File: src/hw/rtl/afus_pkg.sv
// shared types and codes for the audio fec unit sequencer
// depends on nothing; used by the controller, datapath, top level and checker
package afus_pkg;

    localparam int HDR_W  = 88;  // packed input header bits
    localparam int ODAT_W = 40;  // packed result data bits
    localparam int OUSR_W = 4;   // status plus fec flag

    localparam logic [7:0]  CODEC_OK   = 8'd5;
    localparam logic [15:0] HALF_RANGE = 16'd32768;

    typedef enum logic [2:0] {
        STAT_DELIVERED = 3'd0,
        STAT_STALE     = 3'd1,
        STAT_SKIP      = 3'd2,
        STAT_BAD_CODEC = 3'd3,
        STAT_EMPTY     = 3'd4,
        STAT_COUNT     = 3'd5,
        STAT_SIZE      = 3'd6,
        STAT_TOO_MANY  = 3'd7
    } status_t;

    typedef enum logic [1:0] {
        S_IDLE,
        S_CHECK,
        S_UNITS
    } state_t;

    typedef struct packed {
        logic load_hdr;   // capture accepted header
        logic start;      // header passed, set up unit walk
        logic emit_err;   // load the single error result
        logic emit_unit;  // load the result for the current unit
    } ctrl_cmd_t;

    typedef struct packed {
        logic has_err;    // header failed a check
        logic unit_last;  // current unit is the final one
    } dp_status_t;

endpackage

File: src/hw/rtl/afus_ctrl.sv
// controller state machine of the audio fec unit sequencer
// depends on afus_pkg; drives the datapath through ctrl_cmd_t
module afus_ctrl import afus_pkg::*; (
    input  logic       aclk,
    input  logic       aresetn,
    input  logic       s_tvalid,
    output logic       s_tready,
    output logic       m_tvalid,
    input  logic       m_tready,
    input  dp_status_t dp_stat,
    output ctrl_cmd_t  cmd
);

    state_t state_reg, state_next;
    logic   m_valid_reg, m_valid_next;
    logic   out_free;

    assign out_free = !m_valid_reg || m_tready;
    assign m_tvalid = m_valid_reg;

    always_ff @(posedge aclk) begin
        if (!aresetn) begin
            state_reg   <= S_IDLE;
            m_valid_reg <= 1'b0;
        end else begin
            state_reg   <= state_next;
            m_valid_reg <= m_valid_next;
        end
    end

    always_comb begin
        state_next = state_reg;
        case (state_reg)
            S_IDLE: begin
                if (s_tvalid) state_next = S_CHECK;
            end
            S_CHECK: begin
                if (!dp_stat.has_err) state_next = S_UNITS;
                else if (out_free) state_next = S_IDLE;
            end
            S_UNITS: begin
                if (out_free && dp_stat.unit_last) state_next = S_IDLE;
            end
            default: state_next = S_IDLE;
        endcase
    end

    always_comb begin
        s_tready = 1'b0;
        cmd      = '0;
        case (state_reg)
            S_IDLE: begin
                s_tready     = 1'b1;
                cmd.load_hdr = s_tvalid;
            end
            S_CHECK: begin
                cmd.start    = !dp_stat.has_err;
                cmd.emit_err = dp_stat.has_err && out_free;
            end
            S_UNITS: begin
                cmd.emit_unit = out_free;
            end
            default: begin
                s_tready = 1'b0;
            end
        endcase
    end

    // output slot fills on a load, drains when the receiver takes it
    always_comb begin
        if (cmd.emit_err || cmd.emit_unit) m_valid_next = 1'b1;
        else if (m_tready) m_valid_next = 1'b0;
        else m_valid_next = m_valid_reg;
    end

endmodule

File: src/hw/rtl/afus_datapath.sv
// datapath of the audio fec unit sequencer: header checks, unit walk, frame state
// depends on afus_pkg; commanded by afus_ctrl
module afus_datapath import afus_pkg::*; #(
    parameter int MAX_UNITS = 64
) (
    input  logic              aclk,
    input  logic              aresetn,
    input  logic [HDR_W-1:0]  s_tdata,
    input  ctrl_cmd_t         cmd,
    output dp_status_t        dp_stat,
    output logic [ODAT_W-1:0] m_tdata,
    output logic [OUSR_W-1:0] m_tuser,
    output logic              m_tlast
);

    localparam int UW = $clog2(MAX_UNITS + 1);

    logic [7:0]  codec_reg, src_reg, fec_reg, usize_reg;
    logic [15:0] fi_reg, total_reg;
    logic [23:0] bytes_reg;

    logic [UW-1:0] idx_reg;
    logic [13:0]   offset_reg;
    logic [15:0]   last_frame_reg;
    logic          startup_reg;

    status_t     o_status_reg;
    logic [15:0] o_frame_reg;
    logic [13:0] o_offset_reg;
    logic [7:0]  o_len_reg;
    logic        o_fec_reg, o_last_reg;

    status_t     err_code;
    logic [23:0] size_prod;
    logic [8:0]  n_units, idx_ext;
    logic        is_src, skip, newer, unit_last;
    logic [7:0]  k;
    logic [15:0] frame, diff;

    // header checks, first failure wins
    assign size_prod = 24'(usize_reg) * 24'(total_reg);
    always_comb begin
        err_code = STAT_DELIVERED;
        if (codec_reg != CODEC_OK) err_code = STAT_BAD_CODEC;
        else if (bytes_reg == 24'd0) err_code = STAT_EMPTY;
        else if (16'({1'b0, src_reg} + {1'b0, fec_reg}) != total_reg) err_code = STAT_COUNT;
        else if (bytes_reg != size_prod) err_code = STAT_SIZE;
        else if (total_reg > 16'(MAX_UNITS)) err_code = STAT_TOO_MANY;
    end

    // current unit
    assign n_units   = {1'b0, src_reg} + {1'b0, fec_reg};
    assign idx_ext   = 9'(idx_reg);
    assign is_src    = idx_ext < {1'b0, src_reg};
    assign k         = 8'(idx_ext - {1'b0, src_reg});
    assign frame     = is_src ? fi_reg + 16'(idx_reg)
                              : fi_reg - 16'(fec_reg) + 16'(k);
    assign skip      = !is_src && startup_reg &&
                       ({1'b0, fi_reg} + 17'(k) < 17'(fec_reg) + 17'd1);
    // serial order: newer when the wrapped difference is nonzero and below half range
    assign diff      = frame - last_frame_reg;
    assign newer     = (diff != 16'd0) && (diff < HALF_RANGE);
    assign unit_last = (idx_ext + 9'd1) == n_units;

    assign dp_stat.has_err   = err_code != STAT_DELIVERED;
    assign dp_stat.unit_last = unit_last;

    always_ff @(posedge aclk) begin
        if (cmd.load_hdr) begin
            codec_reg <= s_tdata[7:0];
            fi_reg    <= s_tdata[23:8];
            src_reg   <= s_tdata[31:24];
            fec_reg   <= s_tdata[39:32];
            usize_reg <= s_tdata[47:40];
            total_reg <= s_tdata[63:48];
            bytes_reg <= s_tdata[87:64];
        end
        if (cmd.start) begin
            idx_reg    <= '0;
            offset_reg <= '0;
        end else if (cmd.emit_unit) begin
            idx_reg    <= idx_reg + UW'(1);
            offset_reg <= offset_reg + 14'(usize_reg);
        end
        if (cmd.emit_err) begin
            o_status_reg <= err_code;
            o_frame_reg  <= '0;
            o_offset_reg <= '0;
            o_len_reg    <= '0;
            o_fec_reg    <= 1'b0;
            o_last_reg   <= 1'b1;
        end else if (cmd.emit_unit) begin
            o_status_reg <= skip ? STAT_SKIP : (newer ? STAT_DELIVERED : STAT_STALE);
            o_frame_reg  <= frame;
            o_offset_reg <= offset_reg;
            o_len_reg    <= usize_reg;
            o_fec_reg    <= !is_src;
            o_last_reg   <= unit_last;
        end
    end

    always_ff @(posedge aclk) begin
        if (!aresetn) begin
            last_frame_reg <= '0;
            startup_reg    <= 1'b1;
        end else begin
            if (cmd.start && fi_reg > HALF_RANGE) startup_reg <= 1'b0;
            if (cmd.emit_unit && !skip && newer) last_frame_reg <= frame;
        end
    end

    assign m_tdata = {2'b00, o_len_reg, o_offset_reg, o_frame_reg};
    assign m_tuser = {o_fec_reg, o_status_reg};
    assign m_tlast = o_last_reg;

endmodule

File: src/hw/rtl/audio_fec_unit_sequencer.sv
// Audio fec unit sequencer: checks one audio packet header per input item and
// emits one result per unit (source units first, then fec units), or one error
// result for a rejected header. The last result of every item has tlast set.
// Channels: s_ carries the packed header, m_ carries the per-unit results,
// both accepted when tvalid and tready are high at a rising edge.
// Timing: an accepted header passes through the check state; a passing header
// then moves to the unit state, where one result is loaded per cycle from the
// unit counter while the output register is free, and a rejected header has
// its single error result loaded from the check state.
// One packet is in work at a time.
// A result sits in the output register until taken; the unit walk pauses
// while that register is full and not being read, and s_tready stays low
// until the final result of the packet is loaded.
// Reset (aresetn low, synchronous) empties the output register, returns the
// controller to idle, clears the stored last frame and sets startup.
// Depends on afus_pkg, afus_ctrl and afus_datapath.
module audio_fec_unit_sequencer import afus_pkg::*; #(
    parameter int MAX_UNITS = 64
) (
    input  logic              aclk,
    input  logic              aresetn,
    input  logic              s_tvalid,
    output logic              s_tready,
    // codec_id[7:0], first frame number[23:8], source_units[31:24],
    // fec_units[39:32], bytes per unit[47:40], units_total[63:48],
    // payload_bytes[87:64]
    input  logic [HDR_W-1:0]  s_tdata,
    output logic              m_tvalid,
    input  logic              m_tready,
    // out_frame[15:0], unit_offset[29:16], unit_length[37:30], zero fill[39:38]
    output logic [ODAT_W-1:0] m_tdata,
    // status[2:0], is_fec[3]
    output logic [OUSR_W-1:0] m_tuser,
    output logic              m_tlast
);

    ctrl_cmd_t  cmd;
    dp_status_t dp_stat;

    afus_ctrl u_ctrl (
        .aclk     (aclk),
        .aresetn  (aresetn),
        .s_tvalid (s_tvalid),
        .s_tready (s_tready),
        .m_tvalid (m_tvalid),
        .m_tready (m_tready),
        .dp_stat  (dp_stat),
        .cmd      (cmd)
    );

    afus_datapath #(
        .MAX_UNITS (MAX_UNITS)
    ) u_datapath (
        .aclk     (aclk),
        .aresetn  (aresetn),
        .s_tdata  (s_tdata),
        .cmd      (cmd),
        .dp_stat  (dp_stat),
        .m_tdata  (m_tdata),
        .m_tuser  (m_tuser),
        .m_tlast  (m_tlast)
    );

endmodule

File: config.mk
export PLATFORM = sky130hd
export DESIGN_NAME = audio_fec_unit_sequencer
export DESIGN_NICKNAME = d
export VERILOG_FILES = /design/src/hw/rtl/afus_pkg.sv /design/src/hw/rtl/afus_ctrl.sv /design/src/hw/rtl/afus_datapath.sv /design/src/hw/rtl/audio_fec_unit_sequencer.sv
export SDC_FILE = /design/constraint.sdc
export NUM_CORES = 1
export LEC_CHECK = 0
export CAP_MARGIN = 40
export CORE_ASPECT_RATIO = 1.75
export CORE_MARGIN = 3
export CORE_UTILIZATION = 50
export DETAILED_ROUTE_END_ITERATION = 16
export DONT_BUFFER_PORTS = 1
export GPL_TIMING_DRIVEN = 1
export PLACE_DENSITY = 0.73
export REMOVE_ABC_BUFFERS = 1
export SETUP_SLACK_MARGIN = 0.2
export SYNTH_ARGS = -nofsm -noshare
export SYNTH_HDL_FRONTEND = slang
export SYNTH_SLANG_ARGS = --single-unit
File: constraint.sdc
create_clock -name aclk -period 5.5 [get_ports aclk]
set_clock_uncertainty 0.05 [all_clocks]
set_input_delay 1.1 -clock aclk [delete_from_list [all_inputs] [get_ports aclk]]
set_output_delay 1.1 -clock aclk [all_outputs]
set_load 0.005 [all_outputs]
Yosys cells after proc, flatten, opt, wreduce, memory -nomap -nowiden. Cells that the tools add are included.

Flip-flop bits (word level): 172. Latch bits: 0. Bits in writable memories: 0. Memory bits (read-only): 0. Input bits: 92. Output and inout port bits: 47. Logic and storage cells: 88. Memories kept: 0.

Add/subtract/negate cells: 12. $mul: 1. Divide/modulo/power cells: 0. Magnitude comparators: 5. Eq/ne operators: 9. Shift operators: 0. Multiplexer cells: 21. Bitwise operators: 0. Reductions and logical operators: 21.

Operator list (count): 24-bit zero test (1); 8-bit by 16-bit multiplier with 24-bit output (1); 3-bit two-way mux (8); 24-bit != test (1); 8-bit by 8-bit adder with 9-bit output (2); 16-bit by 8-bit adder with 17-bit output (1); 17-bit < comparator (1); 16-bit by 7-bit adder with 16-bit output (1); 16-bit by 8-bit adder with 16-bit output (1); 16-bit > comparator, second input constant (1); 16-bit by 7-bit > comparator with 1-bit output, second input constant (1); 16-bit < comparator, second input constant (1); 16-bit two-way mux (1); 16-bit != test (1); 16-bit nonzero test (1); 16-bit subtractor (1); 16-bit by 8-bit subtractor with 16-bit output (1); 14-bit by 8-bit adder with 14-bit output (1); 2-bit two-way mux (5); 8-bit by 1-bit adder with 9-bit output, second input constant (1); 9-bit == test (1); 7-bit by 1-bit adder with 8-bit output, second input constant (1); 1-bit logical AND (8); 7-bit by 8-bit < comparator with 1-bit output (1); 16 further kinds (26).

Longest topological paths before layout. Gate-level depths: netlist (run 1).

Depth after elaboration: 11. Mapped depth: 29. Mapped depth without buffers: 28.

Modules after synthesis. A second synthesis (run 1) with hierarchy kept.

Cells, all modules: 1655. Area total of the unflattened synthesis: 15213.3 um2.

Modules (own cells, without submodules): afus_datapath (times used 1, cells an instance 1636, area an instance 15053.2 um2, sequential area each 4294.1 um2); afus_ctrl (times used 1, cells an instance 19, area an instance 160.2 um2, sequential area each 60.1 um2).

Least setup slack after synthesis (run 1). No wires, ideal clock.

Path kind: reg-to-reg. Start point: reg u_datapath.src_reg[1]. End point: reg u_datapath.last_frame_reg[10]. Setup time: 0.072 ns. Data arrival time: 5.918 ns. Required time: 5.378 ns. Slack: -0.539 ns. Cell stages (with the launch flop): 27. Buffers on the path: 1. Period minus slack after synthesis: 6.039 ns. Path through: edfxtp_1 > inv_1 > ha_1 > a21o_1 > a21o_1 > a21o_1 > a21o_1 > xor2_1 > fa_1 > ha_1 > or3_1 > o21a_1 > a21o_1 > a21oi_1 > xnor2_1 > o21ai_0 > ha_1 > a21o_1 > a21oi_1 > nand2_1 > o21a_1 > a31oi_1 > o21ai_0 > xor2_1 > nor4_4 > buf_4 > mux2i_1.

Cells in the longest elaborated chain, start to end: 7. Elaborated cells between the ends (all ways): 16. Those cells by class: 4 x add/sub; 3 x order compare; 1 x mux; 8 x reduce/logical.

Ends and longest elaborated chain: start: declaration (RTL line afus_datapath.sv:18) `logic [7:0] codec_reg, src_reg, fec_reg, usize_reg;`; start signal: assignment (RTL line afus_datapath.sv:72) `src_reg <= s_tdata[31:24];`; 7-bit by 8-bit subtractor with 8-bit output (RTL line afus_datapath.sv:55) `assign k = 8'(idx_ext - {1'b0, src_reg});`; 16-bit by 8-bit adder with 16-bit output (RTL line afus_datapath.sv:57) `: fi_reg - 16'(fec_reg) + 16'(k);`; 16-bit two-way mux * (RTL line afus_datapath.sv:56) `assign frame = is_src ? fi_reg + 16'(idx_reg)`; net u_datapath.frame[9] (RTL line afus_datapath.sv:38) `logic [15:0] frame, diff;`; 16-bit subtractor * (RTL line afus_datapath.sv:61) `assign diff = frame - last_frame_reg;`; 16-bit < comparator / 16-bit nonzero test (equally long branches) (RTL line afus_datapath.sv:62) `assign newer = (diff != 16'd0) && (diff < HALF_RANGE);`; 1-bit logical AND * (RTL line afus_datapath.sv:62); 1-bit logical AND * (RTL line afus_datapath.sv:108) `if (cmd.emit_unit && !skip && newer) last_frame_reg <= frame;`; end signal: assignment (RTL line afus_datapath.sv:108); end: declaration (RTL line afus_datapath.sv:24) `logic [15:0] last_frame_reg;`.

The timed path passes the listed nets; every way through them passes the cells marked *. A chain may end at the register's enable or synchronous reset.

Worst setup path in the final report (run 1).
Start point: reg u_datapath.src_reg[0]. End point: reg u_datapath.last_frame_reg[6].

The elaborated chain is that of the path after synthesis.

==> reports/metrics.yaml, run 1 <==
vias: 14060
crit_required_ns: 5.84
yosys.cell_count.top_type: "nand2_1"
rsz0062_at_grt: "yes"
cts_made_buffers: 17
gp_congestion: 0.9788
synthArstFlopShare_pct: 0
first_global_vias: 15280
die_y_um: 237.5
post-route-drc-count: 0
synth_cells: 1711
multi_input_area_sq_mm: 0.01118
cts_sinks: 172
rows: 84
postRouteAntennaNets: 0
power_frac_comb_pct: 68.6
hp-class: "flop to flop"
setup_viol_count_final: 87
p_total_mw: 8.568
power_density_mw_per_mm2: 427.1
wl_per_cell_um: 21.25
synth.cell_area_sq_mm: 0.01531
synth_area_leaders: "edfxtp_1 18%, fa_1 13%, ha_1 11%"
maxCapViolCount: 0
crit_type: "flop to flop"
syn_to_final_growth_pct: 31.04
slowest_delay_ns: 0.45
synth_common_cells: "249 x nand2_1, 166 x inv_1, 134 x ha_1"
period_share_pct: 110.8
post-route-util_pct: 66.51
start_util_pct: 50.75
final_nets: 2311
violations: "negative setup slack"
clk_latency_ns: 0.47
hpwl_um: 37960
dp_cells: 2289
largest_reg_flops: 24
synth_edf_count: 91
hold_viol: 0
cts.hold.buffers_added: 0
cts_root_buffer: "clkbuf_16"
p_int_mw: 4.889
grt_max_degree: 57
grt-ovfl-total: 0
dpl_cell_area_sq_mm: 0.01751
dr.pass1.iters: 5
yosys_warnings: 0
yosysUniqueCellTypes: 82
clk_transition_reported_paths_ns: 0.08
slowest_stage: "fa_1"
pwr-share-seq_pct: 17.0
end_kind: "flop"
maxSlewHeadroom_pct: 39.05
cp-start-kind: "flop"
vdd_drop_max_v: 0.0004948
syn_avg_cell_area_sq_um: 8.948
clock.fmax_mhz: 164.1
critical_path_peak_fanout: 8
p_clk_share_pct: 14.4
switching_share_pct: 42.94
setup_slack_ns: -0.5946
ys.flop_type: "edfxtp_1"
yosys.area.top_type: "edfxtp_1"
wl_um: 50830
viasPerCell: 5.880
post-place-ws_ns: -0.8172
status: "finished with violations"
whs_ns: 0.4136
final_cell_area_sq_mm: 0.02006
clockBufferDepth: 2
synth_top_area_share_pct: 17.85
die_area_sq_mm: 0.03284
die_w_um: 138.3
grt_pass1_wl_um: 77670
seq_area_frac_synth_pct: 28.44
drive_above_1_share_pct: 28.85
drv_slew: 0
h-tree-depth: 4
power_switching_mw: 3.679
worst_slew_pin_slew_ns: 0.9142
antenna_found_initial: 6
tns_ns: -24.14
numPortBuffers: 0
cts_tree: "yes"
fillers: 2285
drtIter0Drc: 715
arrival_ns: 6.44
globalRouteTotalUtil_pct: 30.24
power.leakage_nw: 8.392
final-seq-area_sq_mm: 0.004357
instances_no_fill: 2392
synth-seq-cells: 172
core-area_sq_mm: 0.03016
io-pin-count: 139
min_period_ns: 6.095
[worst max-delay path, delay by kind of cell, from the launching register on]
family                   cells  cell delay [ns]
AO/OA/AOI/OAI               11             2.00
AND/OR/NAND/NOR              5             0.90
XOR/XNOR                     3             0.38
adder cells (fa/ha/maj)      5             1.39
multiplexers                 1             0.17
buffers and inverters        5             0.72
flip-flops                   1             0.39
[per-layer routing]
metal,vias up,part of all wire [%],global-route usage [%]
li1,6435,-,-
met1,6776,31,25.89
met2,548,54,58.55
met3,303,3.7,4.408
met4,2,11,27.69
met5,-,0.014,0
[power groups by stage]
stage | Clock, mW | Sequential, mW | Combinational, mW
after detailed placement | 0 | 1.48 | 4.52
after floorplan | 0 | 1.48 | 2.50
after CTS | 1.25 | 1.45 | 5.45
final | 1.23 | 1.45 | 5.88
after global placement | 0 | 1.48 | 4.47
after global routing | 1.30 | 1.46 | 6.29
[cell type report]
class / instances / area share [%]
inverter: 166 / 3.106
multi-input combinational: 1310 / 55.75
antenna: 5 / 0.06237
clock buffer: 17 / 2.120
timing repair buffer: 320 / 13.99
sequential: 172 / 21.72
tap: 387 / 2.414
clock inverter: 15 / 0.8420
[repair_timing]
action                                 CTS  global route
endpoints found under the hold margin    0             0
buffers inserted                        43            14
pin swaps                              110            73
setup endpoints to repair               87            87
resized for setup                      199            84
gates cloned                             8             1
[logic make-up (layout without fill, tap and decap cells)]
logic type,Yosys count,after routing,share of synthesized area [%]
AOI/OAI and AO/OA,324,324,13.84
muxes,27,27,1.782
buffers and inverters,230,518,6.072
xor gates and xnor gates,117,117,6.783
DFF,172,172,28.44
adders and majority gates,232,232,23.77
other,1,7,0.02449
and+or+nand+nor,608,608,19.30
[cells in the final DEF, fill, tap and decap left out, types with 17 or more instances in the layout]
cell type	instances
mux2i_1	24
nor3_1	22
nor2_1	91
edfxtp_1	91
nand4_1	21
a21oi_1	52
fa_1	93
dfxtp_1	79
a21o_1	28
ha_1	113
and2_1	50
xnor2_1	75
nand2_1	235
nand3_1	29
clkbuf_16	19
a21oi_2	45
buf_6	25
o21ai_1	18
inv_1	158
buf_4	273
xor2_1	27
ha_4	17
o21ai_0	37
[worst paths after layout]
path                            cells after the start                         start  slack, ns                           end
worst max-delay path                               30         u_datapath.src_reg[0]      -0.59  u_datapath.last_frame_reg[6]
worst min-delay path                                2  u_datapath.last_frame_reg[7]       0.41  u_datapath.last_frame_reg[7]
worst max register to register                     30         u_datapath.src_reg[0]      -0.59  u_datapath.last_frame_reg[6]
worst min register to register                      2  u_datapath.last_frame_reg[7]       0.41  u_datapath.last_frame_reg[7]
No activity file was read; power rests on OpenSTA's default activity.
==> inputs of run 2 (changes only) <==
--- a/config.mk
+++ b/config.mk
@@ -17,2 +17,3 @@
 export SETUP_SLACK_MARGIN = 0.2
+export SLEW_MARGIN = 20
 export SYNTH_ARGS = -nofsm -noshare
--- a/constraint.sdc
+++ b/constraint.sdc
@@ -4,2 +4,2 @@
 set_output_delay 1.1 -clock aclk [all_outputs]
-set_load 0.005 [all_outputs]
+set_load 0.01 [all_outputs]
==> run 2 against run 1 <==
  * The run still ends with negative setup slack left
  * Non-clock buffer count rose by 10
  * Critical path depth unchanged
  * Cell area shrank 0.44%
  * Register-to-register slack worse by 0.04 ns
  * Count of clock-buffer cells in the layout is 1 higher
  * Die area unchanged
  * Routed wire length fell by 0.60%
  * Worst hold slack worse by 0.0039 ns
  * Combinational power is 2% lower
  * Worst setup slack got worse by 0.037 ns
  * Critical endpoint is now u_datapath.last_frame_reg[13]
  * Largest cell class unchanged
==> reports/metrics.yaml, run 2 (synthesized netlist as in run 1, its figures left out) <==
start_util_pct: 50.75  # unchanged
min_period_ns: 6.132  # was 6.095 ns
endpoint: "u_datapath.last_frame_reg[13]"  # was u_datapath.last_frame_reg[6]
vdd_drop_max_v: 0.0004046  # was 0.0004948 V
critPathLaunch: "u_datapath.src_reg[1]"  # was u_datapath.src_reg[0]
mostFrequentLayoutCells: "282 x buf_4, 242 x nand2_1, 156 x inv_1, 114 x ha_1"  # was 273 x buf_4, 235 x nand2_1, 158 x inv_1, 113 x ha_1, 93 x fa_1
crit_cells: 30  # unchanged
clk_latency_ns: 0.47  # about the same
maxCapViolCount: 0  # unchanged
p_total_mw: 8.516  # was 8.568 mW
drive_above_1_share_pct: 28.46  # was 28.85%
post-place-ws_ns: -0.6424  # was -0.8172 ns
arrival_ns: 6.43  # was 6.44 ns
critical_path_peak_fanout: 8  # unchanged
worst_slew_pin_slew_ns: 0.8842  # was 0.9142 ns
clock.fmax_mhz: 163.1  # was 164.1 MHz
crit_type: "flop to flop"  # unchanged
cp-start-kind: "flop"  # unchanged
cts_root_buffer: "clkbuf_16"  # unchanged
setup_viol_count_final: 87  # unchanged
rsz0062_at_grt: "yes"  # unchanged
crit_required_ns: 5.80  # was 5.84 ns
switching_share_pct: 42.12  # was 42.94%
clk_transition_reported_paths_ns: 0.07  # was 0.08 ns
post-route-drc-count: 0  # unchanged
die_y_um: 237.5  # unchanged
status: "finished with violations"  # unchanged
gp_congestion: 1.008  # was 0.9788
drv_slew: 0  # unchanged
r2r_cells: 30  # unchanged
wl_per_cell_um: 21.06  # was 21.25 um
postRouteAntennaNets: 0  # unchanged
largest_reg_flops: 24  # unchanged
drtIter0Drc: 660  # was 715
core-area_sq_mm: 0.03016  # unchanged
power_switching_mw: 3.587  # was 3.679 mW
tns_ns: -26.65  # was -24.14 ns
power_density_mw_per_mm2: 426.3  # was 427.1 mW/mm^2
layout_commonest_cell: "buf_4"  # unchanged
grt_pass1_wl_um: 76390  # was 77,670 um
grt_max_degree: 50  # was 57
dr.pass1.iters: 5  # unchanged
first_global_vias: 14790  # was 15,280
period_share_pct: 111.5  # was 110.8%
whs_ns: 0.4097  # was 0.4136 ns
viasPerCell: 5.800  # was 5.880
h-tree-depth: 4  # unchanged
power.leakage_nw: 8.402  # was 8.392 nW
hpwl_um: 38270  # was 37,960 um
syn_to_final_growth_pct: 30.47  # was 31.04%
setup_slack_ns: -0.6316  # was -0.5946 ns
cts_made_buffers: 17  # unchanged
maxSlewHeadroom_pct: 40.28  # was 39.05%
slowest_delay_ns: 0.49  # was 0.45 ns
hold_viol: 0  # unchanged
final_nets: 2321  # was 2,311
numPortBuffers: 0  # unchanged
final_cell_area_sq_mm: 0.01997  # was 0.02006 sq mm
cts_sinks: 172  # unchanged
reg2reg_from: "u_datapath.src_reg[1]"  # was u_datapath.src_reg[0]
violations: "negative setup slack"  # unchanged
dpl_cell_area_sq_mm: 0.01757  # was 0.01751 sq mm
clockBufferDepth: 2  # unchanged
vias: 13910  # was 14,060
power_frac_comb_pct: 67.9  # was 68.6%
grt-ovfl-total: 0  # unchanged
r2r_end: "u_datapath.last_frame_reg[13]"  # was u_datapath.last_frame_reg[6]
cts_tree: "yes"  # unchanged
cpMostUsedCell: "a21o_1"
globalRouteTotalUtil_pct: 29.84  # was 30.24%
pwr-share-seq_pct: 17.1  # was 17.0%
hp-class: "flop to flop"  # unchanged
p_int_mw: 4.929  # was 4.889 mW
die_area_sq_mm: 0.03284  # unchanged
antenna_found_initial: 2  # was 6
io-pin-count: 139  # unchanged
p_clk_share_pct: 15.0  # was 14.4%
rrSetupSlack_ns: -0.63  # was -0.59 ns
slowest_stage: "fa_2"  # was fa_1
rows: 84  # unchanged
worstPathBufferInverterCount: 5  # unchanged
wl_um: 50530  # was 50,830 um
cp_top_family: "compound AO/OA/AOI/OAI gates"  # unchanged
die_w_um: 138.3  # unchanged
end_kind: "flop"  # unchanged
## run 2: cell count changes in the layout (fill, tap and decap cells not counted), sizes merged
| cell | before | now |
|---|---|---|
| clkdlybuf4s15 | 0 | 1 |
| clkinv | 7 | 4 |
| inv | 174 | 175 |
| bufinv | 0 | 1 |
| buf | 318 | 328 |
| diode | 5 | 2 |
## run 2: per-layer routing
layer	share of wire, %	GRT usage, %	vias to the layer above
met3	3.7	4.831	261
met5	0	0	-
met2	55	57.42	494
met1	31	25.64	6711
met4	11	27.09	0
li1	-	-	6448
## run 2: stage by stage
step,utilization (%),cells
6_report,66.22,2399
5_1_grt,66.22,2399
4_1_cts,64.48,2378
3_5_place_dp,58.25,2298
3_3_place_gp,58.15,2296
2_1_floorplan,-,1648
## run 2: worst min path at each step
stage                                  startpoint                             to  slack, ns  cells after the start
floorplan           u_datapath.last_frame_reg[10]  u_datapath.last_frame_reg[10]       0.38                      2
detailed placement  u_datapath.last_frame_reg[11]  u_datapath.last_frame_reg[11]       0.40                      2
CTS                  u_datapath.last_frame_reg[3]   u_datapath.last_frame_reg[3]       0.42                      2
global placement     u_datapath.last_frame_reg[2]   u_datapath.last_frame_reg[2]       0.39                      2
global route        u_datapath.last_frame_reg[11]  u_datapath.last_frame_reg[11]       0.43                      2
finish               u_datapath.last_frame_reg[3]   u_datapath.last_frame_reg[3]       0.41                      2
## run 2: layout make-up
class / instances / area [sq um]
multi-input cells: 1310 / 11040
fillers: 2286 / 10190
flip-flops and latches: 172 / 4357
repair buffers: 330 / 2861
inverters: 166 / 623.1
well taps: 387 / 484.2
clock buffers: 18 / 439.2
clock inverters: 14 / 168.9
diodes: 2 / 5.005
## run 2: tightest hold or removal path: stages (launching register included)
cell and delay [ns]:
dfxtp_1 0.31, nand2_1 0.05, mux2i_1 0.05
## run 2: power by group through the flow
| stage | Sequential [mW] | Combinational, mW | Clock (mW) |
|---|---|---|---|
| after floorplan | 1.48 | 2.50 | 0 |
| after global placement | 1.48 | 4.47 | 0 |
| after detailed placement | 1.48 | 4.50 | 0 |
| after CTS | 1.45 | 5.32 | 1.29 |
| after global routing | 1.46 | 6.18 | 1.33 |
| final | 1.45 | 5.79 | 1.28 |
## run 2: repair_timing
action	4_1_cts	5_1_grt
cloned	7	0
endpoints found under the hold margin	0	0
buffers inserted	41	19
setup endpoints to repair	87	87
pin swaps	97	73
hold buffers	0	0
gates resized for setup	169	89
==> inputs of run 3 (changes only) <==
BUFFER_PORTS_ARGS = -buffer_cell sky130_fd_sc_hd__buf_4   (was unset)
DONT_BUFFER_PORTS = unset   (was 1)
PLACE_DENSITY = 0.77   (was 0.73)
==> run 3 against run 2 <==
  * The run still ends with negative setup slack left
  * Worst setup slack better by 0.050 ns
  * Cell count up 4.6%
  * Critical endpoint is now u_datapath.last_frame_reg[3]
  * Sequential share of layout area down 1.1 points
  * Critical path depth down 1
  * Largest power group unchanged
  * Largest cell class unchanged
  * Cell area up 5.1%
  * Total power up 0.22%
  * First-iteration DRC count up 20%
==> reports/metrics.yaml, run 3 (synthesized netlist as in run 1, its figures left out) <==
final_nets: 2434  # was 2,321
maxCapViolCount: 0  # unchanged
post-place-ws_ns: -0.6751  # was -0.6424 ns
cpMostUsedCell: "o21a_1"  # was a21o_1
dr.pass1.iters: 7  # was 5
hpwl_um: 38590  # was 38,270 um
power_density_mw_per_mm2: 406.4  # was 426.3 mW/mm^2
post-route-drc-count: 0  # unchanged
viasPerCell: 5.953  # was 5.800
cts_root_buffer: "clkbuf_16"  # unchanged
vias: 14940  # was 13,910
cp-start-kind: "flop"  # unchanged
end_kind: "flop"  # unchanged
post-route-util_pct: 69.61  # was 66.22%
grt_max_degree: 51  # was 50
h-tree-depth: 4  # unchanged
postRouteAntennaNets: 0  # unchanged
core-area_sq_mm: 0.03016  # unchanged
r2r_end: "u_datapath.last_frame_reg[3]"  # was u_datapath.last_frame_reg[13]
status: "finished with violations"  # unchanged
reg2reg_from: "u_datapath.src_reg[0]"  # was u_datapath.src_reg[1]
first_global_vias: 15930  # was 14,790
die_w_um: 138.3  # unchanged
r2r_cells: 29  # was 30
largest_reg_flops: 24  # unchanged
start_util_pct: 50.75  # unchanged
hold_viol: 0  # unchanged
grt_use_met3_pct: 5.556  # was 4.831%
layout_commonest_cell: "buf_4"  # unchanged
period_share_pct: 110.6  # was 111.5%
grt_util_met1_pct: 25.64  # about the same
final_cell_area_sq_mm: 0.02100  # was 0.01997 sq mm
critPathLaunch: "u_datapath.src_reg[0]"  # was u_datapath.src_reg[1]
cts_tree: "yes"  # unchanged
worst_slew_pin_slew_ns: 0.8105  # was 0.8842 ns
grt-ovfl-total: 0  # unchanged
setup_viol_count_final: 87  # unchanged
antenna_found_initial: 0  # was 2
syn_to_final_growth_pct: 37.15  # was 30.47%
grt_pass1_wl_um: 79530  # was 76,390 um
dpl_cell_area_sq_mm: 0.01850  # was 0.01757 sq mm
hp-class: "flop to flop"  # unchanged
arrival_ns: 6.42  # was 6.43 ns
crit_required_ns: 5.84  # was 5.80 ns
critical_path_peak_fanout: 5  # was 8
mostFrequentLayoutCells: "395 x buf_4, 239 x nand2_1, 155 x inv_1, 109 x ha_1, 92 x fa_1"  # was 282 x buf_4, 242 x nand2_1, 156 x inv_1, 114 x ha_1
io-pin-count: 139  # unchanged
cts.hold.buffers_added: 0  # unchanged
drive_above_1_share_pct: 32.93  # was 28.46%
setup_slack_ns: -0.5815  # was -0.6316 ns
numPortBuffers: 136  # was 0
cts_sinks: 172  # unchanged
vdd_drop_max_v: 0.0003660  # was 0.0004046 V
slowest_delay_ns: 0.46  # was 0.49 ns
die_area_sq_mm: 0.03284  # unchanged
busiest_layer: "met2"  # unchanged
power.leakage_nw: 8.995  # was 8.402 nW
p_total_mw: 8.534  # was 8.516 mW
rrSetupSlack_ns: -0.58  # was -0.63 ns
antenna_cells: 0  # was 2
die_y_um: 237.5  # unchanged
globalRouteTotalUtil_pct: 31.01  # was 29.84%
violations: "negative setup slack"  # unchanged
clk_transition_reported_paths_ns: 0.07  # about the same
drv_slew: 0  # unchanged
wl_per_cell_um: 21.28  # was 21.06 um
grt_util_met2_pct: 58.86  # was 57.42%
slowest_stage: "fa_1"  # was fa_2
rsz0062_at_grt: "yes"  # unchanged
cts_made_buffers: 17  # unchanged
endpoint: "u_datapath.last_frame_reg[3]"  # was u_datapath.last_frame_reg[13]
clock.fmax_mhz: 164.4  # was 163.1 MHz
rows: 84  # unchanged
crit_type: "flop to flop"  # unchanged
wl_um: 53420  # was 50,530 um
gp_congestion: 0.9931  # was 1.008
clk_latency_ns: 0.47  # about the same
clockBufferDepth: 2  # unchanged
min_period_ns: 6.081  # was 6.132 ns
maxSlewHeadroom_pct: 45.97  # was 40.28%
drtIter0Drc: 794  # was 660
## run 3: changes by cell type in the layout (fill, tap and decap cells not counted), moves of 5 or more
cell | before | now
buf_4 | 282 | 395
nor2_4 | 6 | 16
nor2_2 | 13 | 6
a21oi_2 | 47 | 42
a21oi_4 | 2 | 7
ha_1 | 114 | 109
o21ai_1 | 15 | 10
## run 3: layer usage
layer	share of wire (%)	wire length [um]	vias to the layer above
met5	0	0	-
met4	12	6628	0
met3	4.7	2524	375
met2	53	28370	711
met1	30	15900	7184
li1	-	-	6671
## run 3: worst max-delay path, delay by kind of cell (launching register included)
kind,cells,cell delay [ns]
AO/OA/AOI/OAI,12,2.05
adder cells (fa/ha/maj),5,1.48
AND/OR/NAND/NOR,4,0.83
buffers and inverters,4,0.53
XOR/XNOR,3,0.46
flip-flops,1,0.41
multiplexers,1,0.20
## run 3: worst min-delay path by stage
| stage | cells past startpoint | slack [ns] | start | endpoint |
|---|---|---|---|---|
| floorplan | 2 | 0.38 | u_datapath.last_frame_reg[10] | u_datapath.last_frame_reg[10] |
| detailed placement | 2 | 0.40 | u_datapath.o_offset_reg[13] | u_datapath.o_offset_reg[13] |
| CTS | 2 | 0.41 | u_datapath.last_frame_reg[6] | u_datapath.last_frame_reg[6] |
| global placement | 2 | 0.39 | u_datapath.last_frame_reg[10] | u_datapath.last_frame_reg[10] |
| finish | 2 | 0.41 | u_datapath.last_frame_reg[6] | u_datapath.last_frame_reg[6] |
| global route | 2 | 0.42 | u_datapath.last_frame_reg[4] | u_datapath.last_frame_reg[4] |
## run 3: what timing repair did
action,4_1_cts,5_1_grt
resized for setup,210,80
setup buffers,36,9
endpoints found under the setup margin,87,87
pin swaps,128,57
gates cloned,7,1
## run 3: through the flow
step	setup TNS [ns]	cells	hold WS, ns
floorplan	-29.24	1648	0.3847
global placement	-34.66	2421	0.3931
detailed placement	-41.29	2423	0.3994
CTS	-10.31	2498	0.4099
global route	-38.15	2510	0.4240
finish	-21.63	2510	0.4066
## run 3: power by group
group          switching, mW  internal [mW]  total, mW
clock                  0.600          0.664       1.26
sequential            0.0500           1.40       1.45
combinational           2.97           2.85       5.82
## run 3: cell type report
| type | instances | area (sq um) |
|---|---|---|
| Clock inverter | 11 | 111.4 |
| Fill cell | 2137 | 9166 |
| Sequential cell | 172 | 4357 |
| Tap cell | 387 | 484.2 |
| Timing Repair Buffer | 443 | 3695 |
| Clock buffer | 21 | 491.7 |
| Multi-Input combinational cell | 1310 | 11240 |
| Inverter | 166 | 623.1 |
